### src/rtl/uprbg_pkg.sv
// shared types, register indexes, phase codes and defaults for the ranging bar graph
package uprbg_pkg;

    localparam int TIMER_BITS_DEF = 20;
    localparam int WIDTH_BITS_DEF = 16;

    localparam int CFG_IDX_W  = 3;
    localparam int CFG_DATA_W = 20;

    localparam logic [CFG_IDX_W-1:0] REG_SETTLE_WIDTH  = 3'd0;
    localparam logic [CFG_IDX_W-1:0] REG_TRIGGER_WIDTH = 3'd1;
    localparam logic [CFG_IDX_W-1:0] REG_ECHO_TIMEOUT  = 3'd2;
    localparam logic [CFG_IDX_W-1:0] REG_PAUSE_LENGTH  = 3'd3;
    localparam logic [CFG_IDX_W-1:0] REG_STEP_WIDTH    = 3'd4;

    localparam logic [7:0]  SETTLE_WIDTH_RST  = 8'd2;
    localparam logic [7:0]  TRIGGER_WIDTH_RST = 8'd10;
    localparam logic [15:0] ECHO_TIMEOUT_RST  = 16'd30000;
    localparam logic [19:0] PAUSE_LENGTH_RST  = 20'd300000;
    localparam logic [13:0] STEP_WIDTH_RST    = 14'd580;

    localparam logic [2:0] PH_SETTLE    = 3'd0;
    localparam logic [2:0] PH_TRIGGER   = 3'd1;
    localparam logic [2:0] PH_WAIT_RISE = 3'd2;
    localparam logic [2:0] PH_MEASURE   = 3'd3;
    localparam logic [2:0] PH_PAUSE     = 3'd4;

    localparam logic [3:0] BAR_ALL_ON  = 4'h0;
    localparam logic [3:0] BAR_ONE     = 4'h8;
    localparam logic [3:0] BAR_TWO     = 4'hC;
    localparam logic [3:0] BAR_THREE   = 4'hE;
    localparam logic [3:0] BAR_ALL_OFF = 4'hF;

    typedef struct packed {
        logic [7:0]  settle_width;
        logic [7:0]  trigger_width;
        logic [15:0] echo_timeout;
        logic [19:0] pause_length;
        logic [13:0] step_width;
    } cfg_t;

    typedef struct packed {
        logic        pin_drive;
        logic        pin_output_enable;
        logic [3:0]  led_bar_n;
        logic        sample_valid;
        logic [15:0] pulse_width_us;
        logic        timed_out;
    } res_t;

endpackage

### src/rtl/uprbg_cfg.sv
// configuration register file
module uprbg_cfg (
    input  logic                             clk,
    input  logic                             rst_n,
    input  logic                             cfg_we,
    input  logic [uprbg_pkg::CFG_IDX_W-1:0]  cfg_index,
    input  logic [uprbg_pkg::CFG_DATA_W-1:0] cfg_data,
    output uprbg_pkg::cfg_t                  cfg
);
    import uprbg_pkg::*;

    cfg_t cfg_reg;

    always_ff @(posedge clk or negedge rst_n)
    begin
        if (!rst_n)
        begin
            cfg_reg.settle_width  <= SETTLE_WIDTH_RST;
            cfg_reg.trigger_width <= TRIGGER_WIDTH_RST;
            cfg_reg.echo_timeout  <= ECHO_TIMEOUT_RST;
            cfg_reg.pause_length  <= PAUSE_LENGTH_RST;
            cfg_reg.step_width    <= STEP_WIDTH_RST;
        end
        else if (cfg_we)
        begin
            unique case (cfg_index)
                REG_SETTLE_WIDTH:  cfg_reg.settle_width  <= cfg_data[7:0];
                REG_TRIGGER_WIDTH: cfg_reg.trigger_width <= cfg_data[7:0];
                REG_ECHO_TIMEOUT:  cfg_reg.echo_timeout  <= cfg_data[15:0];
                REG_PAUSE_LENGTH:  cfg_reg.pause_length  <= cfg_data[19:0];
                REG_STEP_WIDTH:    cfg_reg.step_width    <= cfg_data[13:0];
                default:           cfg_reg <= cfg_reg;
            endcase
        end
    end

    assign cfg = cfg_reg;

endmodule

### src/rtl/uprbg_bar.sv
// pulse width to bar graph pattern by comparison against step multiples
module uprbg_bar #(
    parameter int WIDTH_BITS = uprbg_pkg::WIDTH_BITS_DEF
) (
    input  logic [WIDTH_BITS-1:0] width,
    input  logic [13:0]           step_width,
    output logic [3:0]            pattern
);
    import uprbg_pkg::*;

    localparam int CMP_W = (WIDTH_BITS > 16) ? WIDTH_BITS : 16;

    logic [13:0]      s1;
    logic [15:0]      s3;
    logic [CMP_W-1:0] w_ext;
    logic [CMP_W-1:0] m1;
    logic [CMP_W-1:0] m2;
    logic [CMP_W-1:0] m3;
    logic [CMP_W-1:0] m4;

    always_comb
    begin
        s1    = (step_width == 14'd0) ? 14'd1 : step_width;
        s3    = {1'b0, s1, 1'b0} + {2'b00, s1};
        w_ext = CMP_W'(width);
        m1    = CMP_W'(s1);
        m2    = CMP_W'({s1, 1'b0});
        m3    = CMP_W'(s3);
        m4    = CMP_W'({s1, 2'b00});
        priority if (w_ext >= m4)
            pattern = BAR_ALL_OFF;
        else if (w_ext >= m3)
            pattern = BAR_THREE;
        else if (w_ext >= m2)
            pattern = BAR_TWO;
        else if (w_ext >= m1)
            pattern = BAR_ONE;
        else
            pattern = BAR_ALL_ON;
    end

endmodule

### src/rtl/uprbg_ctrl.sv
// trigger, echo timing and pause sequencer with measurement result state
module uprbg_ctrl #(
    parameter int TIMER_BITS = uprbg_pkg::TIMER_BITS_DEF,
    parameter int WIDTH_BITS = uprbg_pkg::WIDTH_BITS_DEF
) (
    input  logic            clk,
    input  logic            rst_n,
    input  logic            step,
    input  logic            echo,
    input  uprbg_pkg::cfg_t cfg,
    output uprbg_pkg::res_t res
);
    import uprbg_pkg::*;

    localparam int PT_W  = (TIMER_BITS > 20) ? TIMER_BITS : 20;
    localparam int CMP_W = (WIDTH_BITS > 16) ? WIDTH_BITS : 16;

    logic [2:0]            phase_reg,  phase_next;
    logic [TIMER_BITS-1:0] timer_reg,  timer_next;
    logic [WIDTH_BITS-1:0] wcnt_reg,   wcnt_next;
    logic [3:0]            led_reg,    led_next;
    logic [WIDTH_BITS-1:0] lwidth_reg, lwidth_next;
    logic                  lto_reg,    lto_next;

    logic [2:0]            ph;
    logic [TIMER_BITS-1:0] tmr;
    logic [TIMER_BITS-1:0] tmr_inc;
    logic [WIDTH_BITS-1:0] e;
    logic [CMP_W-1:0]      e_ext;
    logic [CMP_W-1:0]      lw_ext;
    logic [7:0]            tw;
    logic [3:0]            bar_pat;
    logic                  drive;
    logic                  oe;
    logic                  valid;

    uprbg_bar #(
        .WIDTH_BITS(WIDTH_BITS)
    ) u_bar (
        .width      (e),
        .step_width (cfg.step_width),
        .pattern    (bar_pat)
    );

    always_comb
    begin
        ph = phase_reg;
        tmr = timer_reg;
        if (ph > PH_PAUSE)
        begin
            ph  = PH_SETTLE;
            tmr = '0;
        end
        if (ph == PH_PAUSE && cfg.pause_length == 20'd0)
        begin
            ph  = PH_SETTLE;
            tmr = '0;
        end
        if (ph == PH_SETTLE && cfg.settle_width == 8'd0)
        begin
            ph  = PH_TRIGGER;
            tmr = '0;
        end
        tmr_inc = (tmr == '1) ? tmr : tmr + TIMER_BITS'(1);
        tw      = (cfg.trigger_width == 8'd0) ? 8'd1 : cfg.trigger_width;
        e       = (wcnt_reg == '1) ? wcnt_reg : wcnt_reg + WIDTH_BITS'(1);
        e_ext   = CMP_W'(e);

        phase_next  = ph;
        timer_next  = tmr;
        wcnt_next   = wcnt_reg;
        led_next    = led_reg;
        lwidth_next = lwidth_reg;
        lto_next    = lto_reg;
        drive       = 1'b0;
        oe          = 1'b0;
        valid       = 1'b0;

        unique case (ph)
            PH_SETTLE:
            begin
                oe         = 1'b1;
                timer_next = tmr_inc;
                if (tmr_inc >= TIMER_BITS'(cfg.settle_width))
                begin
                    phase_next = PH_TRIGGER;
                    timer_next = '0;
                end
            end
            PH_TRIGGER:
            begin
                oe         = 1'b1;
                drive      = 1'b1;
                timer_next = tmr_inc;
                if (tmr_inc >= TIMER_BITS'(tw))
                begin
                    phase_next = PH_WAIT_RISE;
                    timer_next = '0;
                end
            end
            PH_WAIT_RISE:
            begin
                if (echo)
                begin
                    phase_next = PH_MEASURE;
                    wcnt_next  = '0;
                    timer_next = '0;
                end
                else if (tmr > TIMER_BITS'(cfg.echo_timeout))
                begin
                    valid       = 1'b1;
                    lto_next    = 1'b1;
                    lwidth_next = '0;
                    led_next    = BAR_ALL_ON;
                    phase_next  = PH_PAUSE;
                    timer_next  = '0;
                end
                else
                begin
                    timer_next = tmr_inc;
                end
            end
            PH_MEASURE:
            begin
                wcnt_next = e;
                if (!echo)
                begin
                    valid       = 1'b1;
                    lto_next    = 1'b0;
                    lwidth_next = e;
                    led_next    = bar_pat;
                    phase_next  = PH_PAUSE;
                    timer_next  = '0;
                end
                else if (e_ext > CMP_W'(cfg.echo_timeout) || e == '1)
                begin
                    valid       = 1'b1;
                    lto_next    = 1'b1;
                    lwidth_next = '0;
                    led_next    = BAR_ALL_ON;
                    phase_next  = PH_PAUSE;
                    timer_next  = '0;
                end
            end
            default:
            begin
                oe         = 1'b1;
                timer_next = tmr_inc;
                if (PT_W'(tmr_inc) >= PT_W'(cfg.pause_length) || tmr_inc == '1)
                begin
                    phase_next = PH_SETTLE;
                    timer_next = '0;
                end
            end
        endcase

        lw_ext                = CMP_W'(lwidth_next);
        res.pin_drive         = drive;
        res.pin_output_enable = oe;
        res.led_bar_n         = led_next;
        res.sample_valid      = valid;
        res.pulse_width_us    = (lw_ext > CMP_W'(16'hFFFF)) ? 16'hFFFF : lw_ext[15:0];
        res.timed_out         = lto_next;
    end

    always_ff @(posedge clk or negedge rst_n)
    begin
        if (!rst_n)
        begin
            phase_reg  <= PH_SETTLE;
            timer_reg  <= '0;
            wcnt_reg   <= '0;
            led_reg    <= BAR_ALL_ON;
            lwidth_reg <= '0;
            lto_reg    <= 1'b0;
        end
        else if (step)
        begin
            phase_reg  <= phase_next;
            timer_reg  <= timer_next;
            wcnt_reg   <= wcnt_next;
            led_reg    <= led_next;
            lwidth_reg <= lwidth_next;
            lto_reg    <= lto_next;
        end
    end

endmodule

### src/rtl/ultrasonic_ranging_bar_graph.sv
// ultrasonic ranging controller with four-led bar graph, top level
// one tick in, one result out; a transferred tick waits in the input register, and the
// result register loads when the sequencer advances on it
// sustains one tick per cycle unless stalled: input register, sequencer, result register
// a stalled result holds the sequencer while the next tick waits in the input register
// reset puts the sequencer in the settle phase with timers cleared, all leds on,
// and the configuration registers at their default values
module ultrasonic_ranging_bar_graph #(
    parameter int TIMER_BITS = uprbg_pkg::TIMER_BITS_DEF,
    parameter int WIDTH_BITS = uprbg_pkg::WIDTH_BITS_DEF
) (
    input  logic                             clk,
    input  logic                             rst_n,
    input  logic                             cfg_we,
    input  logic [uprbg_pkg::CFG_IDX_W-1:0]  cfg_index,
    input  logic [uprbg_pkg::CFG_DATA_W-1:0] cfg_data,
    input  logic                             in_valid,
    output logic                             in_ready,
    input  logic                             echo_level,
    output logic                             out_valid,
    input  logic                             out_ready,
    output logic                             pin_drive,
    output logic                             pin_output_enable,
    output logic [3:0]                       led_bar_n,
    output logic                             sample_valid,
    output logic [15:0]                      pulse_width_us,
    output logic                             timed_out
);
    import uprbg_pkg::*;

    cfg_t cfg;
    res_t res;
    res_t res_reg;

    logic in_vld_reg;
    logic echo_reg;
    logic out_vld_reg;
    logic advance;

    uprbg_cfg u_cfg (
        .clk       (clk),
        .rst_n     (rst_n),
        .cfg_we    (cfg_we),
        .cfg_index (cfg_index),
        .cfg_data  (cfg_data),
        .cfg       (cfg)
    );

    uprbg_ctrl #(
        .TIMER_BITS(TIMER_BITS),
        .WIDTH_BITS(WIDTH_BITS)
    ) u_ctrl (
        .clk   (clk),
        .rst_n (rst_n),
        .step  (advance),
        .echo  (echo_reg),
        .cfg   (cfg),
        .res   (res)
    );

    assign advance  = in_vld_reg && (!out_vld_reg || out_ready);
    assign in_ready = !in_vld_reg || advance;

    always_ff @(posedge clk or negedge rst_n)
    begin
        if (!rst_n)
        begin
            in_vld_reg  <= 1'b0;
            out_vld_reg <= 1'b0;
        end
        else
        begin
            if (in_valid && in_ready)
                in_vld_reg <= 1'b1;
            else if (advance)
                in_vld_reg <= 1'b0;
            if (advance)
                out_vld_reg <= 1'b1;
            else if (out_ready)
                out_vld_reg <= 1'b0;
        end
    end

    // payload registers
    always_ff @(posedge clk)
    begin
        if (in_valid && in_ready)
            echo_reg <= echo_level;
        if (advance)
            res_reg <= res;
    end

    assign out_valid         = out_vld_reg;
    assign pin_drive         = res_reg.pin_drive;
    assign pin_output_enable = res_reg.pin_output_enable;
    assign led_bar_n         = res_reg.led_bar_n;
    assign sample_valid      = res_reg.sample_valid;
    assign pulse_width_us    = res_reg.pulse_width_us;
    assign timed_out         = res_reg.timed_out;

endmodule
### config.mk
export PLATFORM = sky130hd
export DESIGN_NAME = ultrasonic_ranging_bar_graph
export DESIGN_NICKNAME = d
export VERILOG_FILES = /design/src/rtl/uprbg_pkg.sv /design/src/rtl/uprbg_cfg.sv /design/src/rtl/uprbg_bar.sv /design/src/rtl/uprbg_ctrl.sv /design/src/rtl/ultrasonic_ranging_bar_graph.sv
export SDC_FILE = /design/constraint.sdc
export NUM_CORES = 1
export LEC_CHECK = 0
export BUFFER_PORTS_ARGS = -buffer_cell sky130_fd_sc_hd__buf_2
export CAP_MARGIN = 5
export CORE_ASPECT_RATIO = 1.2
export CORE_UTILIZATION = 45
export CTS_CLUSTER_DIAMETER = 30
export DETAILED_ROUTE_END_ITERATION = 6
export GPL_ROUTABILITY_DRIVEN = 1
export PLACE_DENSITY = 0.61
export SYNTH_ARGS = -nofsm -noshare
export SYNTH_HDL_FRONTEND = slang
export SYNTH_SLANG_ARGS = --single-unit
### constraint.sdc
create_clock -name clk -period 6.55 [get_ports clk]
set_input_delay 1.31 -clock clk [delete_from_list [all_inputs] [get_ports clk]]
set_output_delay 1.31 -clock clk [all_outputs]
set_load 0.01 [all_outputs]
==> results.py <==
metrics = {
    "sta": {
        "final-setup-viol-count": 0,
        "skew_ns": 0.01312,
        "hold_viol_final": 0,
        "layout_worst_path_cycle_share": 0.8845,
        "drv_slew": 0,
        "tns_ns": 0,
        "slew_headroom": 0.2790,
        "fin_crit_ns": 5.794,
        "max_slew.worst_pin.slew_ns": 1.080,
        "max_freq_mhz": 172.6,
        "hold_slack_ns": 0.4847,
        "grt_setup_unrepaired": "no",
    },
    "pwr": {
        "p_leak_nw": 5.778,
        "powerDensity_nw_per_um2": 287.2,
        "clkPwrFrac": 0.280,
        "p_sw_frac": 0.3944,
        "switchingPower_w": 0.001407,
        "ir_drop_mv": 0.1999,
        "comb_power_share": 0.360,
        "p_int_w": 0.002160,
        "p_seq_frac": 0.360,
    },
    "synth": {
        "synth_top_cell_by_area": "dfrtp_1",
        "synth_edf_count": 25,
        "synth_top_area_share": 0.2389,
        "synth.cell_area_um2": 11210,
        "synth_flop_cell": "dfrtp_1",
        "syn_nets": 1428,
        "yosysUniqueCellTypes": 83,
        "avgSynthCellArea_um2": 8.936,
        "ys_top_cells_by_area": "dfrtp_1, ha_1, edfxtp_1",
        "yosys_warnings": 0,
        "synthArstFlopShare": 0.8366,
        "ys_ff_latch": 153,
        "synth_cells": 1254,
        "synth_seq_area_share": 0.3552,
    },
    "worst_hold_path": {
        "hold_class": "reg2reg",
    },
    "cts": {
        "cts_buffers": 17,
        "ctsHoldBuffers": 0,
        "clock-root-buffer": "clkbuf_16",
        "post-cts-setup-buffer-count": 0,
        "cts-resized-gates": 0,
        "clk_latency_ns": 0.43,
        "h-tree-depth": 4,
        "clkTransAtPathRegs_ns": 0.07,
        "tritoncts": "yes",
        "clockBufferDepth": 2,
        "clock_sinks": 153,
    },
    "setup_path": {
        "timing.rr.start": "u_ctrl.phase_reg[0]",
        "critPathArrivalTime_ns": 6.16,
        "cp_max_fo": 15,
        "end_kind": "flip-flop",
        "startpoint": "u_ctrl.phase_reg[0]",
        "critPathKind": "reg2reg",
        "reg2reg_slack_ns": 0.76,
        "r2r_cells": 20,
        "r2r_end": "u_ctrl.timer_reg[6]",
        "endpoint": "u_ctrl.timer_reg[6]",
        "cp.required_ns": 6.92,
        "worstSetupStartpointType": "flip-flop",
    },
    "flow_run": {
        "max_cap_viol_count": 0,
    },
    "placed_design": {
        "dpl.hpwl_mm": 24.11,
        "gp_congestion": 0.9033,
        "port_buffers": 54,
    },
    "cells_and_area": {
        "layout_common_cells": "ha_1, nand2_1, o21ai_0, inv_1, dfrtp_1",
        "diodes": 0,
        "largest_reg_flops": 66,
        "drive_above_1_share": 0.1330,
        "layout_commonest_cell": "ha_1",
        "finalNetCount": 1469,
        "syn2layout_area_growth_pct": 10.83,
    },
    "detailed_routing": {
        "wl_per_cell_um": 19.45,
        "drc_errors": 0,
        "drt_first_pass_iters": 6,
        "drtAntennaViolNets": 0,
        "via_per_inst": 5.861,
        "drt_iter0_drc": 533,
        "wl_mm": 31.66,
        "vias": 9542,
    },
    "grt": {
        "antenna_found_initial": 0,
        "grt_usage": 0.2617,
        "grt_pass1_wl_mm": 51.83,
        "grt_remaining_overflow": 0,
        "grt_max_degree": 67,
        "grt_pass1_vias": 9428,
    },
    "floorplanning": {
        "start_util": 0.4630,
        "die_y_um": 174.9,
        "die_w_um": 146.1,
        "rows": 62,
        "die_area_um2": 25540,
        "io_pins": 55,
        "core_area_um2": 24200,
    },
    "run_status": {
        "status": "finished, final reports clean",
    },
}
[cells by family (layout without fill, tap and decap cells)]
| family | count (synthesis) | count (layout) | share of synthesized area |
|---|---|---|---|
| and+or+nand+nor | 407 | 407 | 0.1832 |
| AOI/OAI and AO/OA | 334 | 334 | 0.1938 |
| buffers and inverters | 161 | 215 | 0.05650 |
| DFF | 153 | 153 | 0.3552 |
| adders and majority gates | 145 | 145 | 0.1626 |
| muxes | 33 | 33 | 0.03227 |
| xor gates and xnor gates | 21 | 21 | 0.01641 |
[power by group through the flow]
| stage | registers [W] | logic [W] | clock network [W] |
|---|---|---|---|
| detailed placement | 0.00130 | 0.00128 | 0 |
| floorplan | 0.00124 | 0.000942 | 0 |
| CTS | 0.00128 | 0.00129 | 0.00102 |
| global route | 0.00131 | 0.00146 | 0.00106 |
| finish | 0.00129 | 0.00128 | 0.000998 |
| global placement | 0.00129 | 0.00125 | 0 |
[area by class of cell]
type	instances	area [um^2]
Clock buffer	17	425.4
Clock inverter	15	175.2
Fill cell	2350	11780
Inverter	110	412.9
Multi-Input combinational cell	940	6606
Sequential cell	153	3980
Tap cell	320	400.4
Timing Repair Buffer	73	419.2
[worst max-delay path, cell delays in order (launching register included)]
cell and delay [ns]:
dfrtp_1 0.60, nor2_1 0.12, and3_1 0.24, a221oi_2 0.37, and2_1 0.20, ha_1 0.32
and3_1 0.25, nand2_1 0.24, nor2_1 0.35, xnor2_1 0.11, nor2_1 0.31, ha_1 0.30
nand2b_1 0.14, a2111oi_0 0.42, o31ai_1 0.17, o2111a_1 0.25, a311oi_1 0.41, o2bb2a_1 0.27
o22ai_1 0.21, o21a_4 0.27, a32o_1 0.18
[stage by stage]
stage          power (W)    util  std cells  instance area (um^2)  setup slack, ns
5_1_grt         0.003829  0.5131       1628                 12420           0.1703
6_report        0.003567  0.5131       1628                 12420           0.7563
4_1_cts         0.003592  0.5131       1628                 12420           0.7942
3_3_place_gp    0.002550  0.4883       1596                 11820           0.9221
3_5_place_dp    0.002578  0.4883       1596                 11820           0.8483
2_1_floorplan   0.002187       -       1254                 11210            1.226
[cells in the mapped netlist (all sizes together) (3+ instances only)]
library cell	count
ha	144
nand2	142
o21ai	140
inv	109
dfrtp	107
nor2	67
a21oi	45
clkbuf	33
nand4	32
nand3	26
edfxtp	25
mux2	25
nor3	25
a22o	23
dfstp	21
and2	20
a21o	19
nand2b	19
buf	18
nor4	17
o31ai	15
xnor2	13
a31oi	12
nor2b	12
a211oi	9
mux2i	8
o211ai	8
or3	8
or4	8
xor2	8
a211o	7
and3	7
o21a	7
and4	6
a2111oi	5
o2111ai	5
or2	5
a221oi	4
a311oi	4
a41oi	4
a21boi	3
and4b	3
nor3b	3
o211a	3
[layer usage]
metal	wire length, um	GRT usage
met5	0	0
met4	1400	0.1272
met2	15490	0.4506
met1	13760	0.3258
met3	1013	0.03003
[worst min-delay path by stage]
| stage | startpoint | to | slack [ns] | cells past startpoint |
|---|---|---|---|---|
| 2_1_floorplan | u_ctrl.lwidth_reg[0] | u_ctrl.lwidth_reg[0] | 0.45 | 2 |
| 3_3_place_gp | u_ctrl.lwidth_reg[14] | u_ctrl.lwidth_reg[14] | 0.46 | 2 |
| 3_5_place_dp | u_ctrl.lwidth_reg[13] | u_ctrl.lwidth_reg[13] | 0.47 | 2 |
| 4_1_cts | u_ctrl.lwidth_reg[1] | u_ctrl.lwidth_reg[1] | 0.49 | 2 |
| 5_1_grt | u_ctrl.lwidth_reg[0] | u_ctrl.lwidth_reg[0] | 0.50 | 2 |
| 6_report | in_vld_reg | out_valid | 0.48 | 1 |
Power figures use the tool's default switching activity.
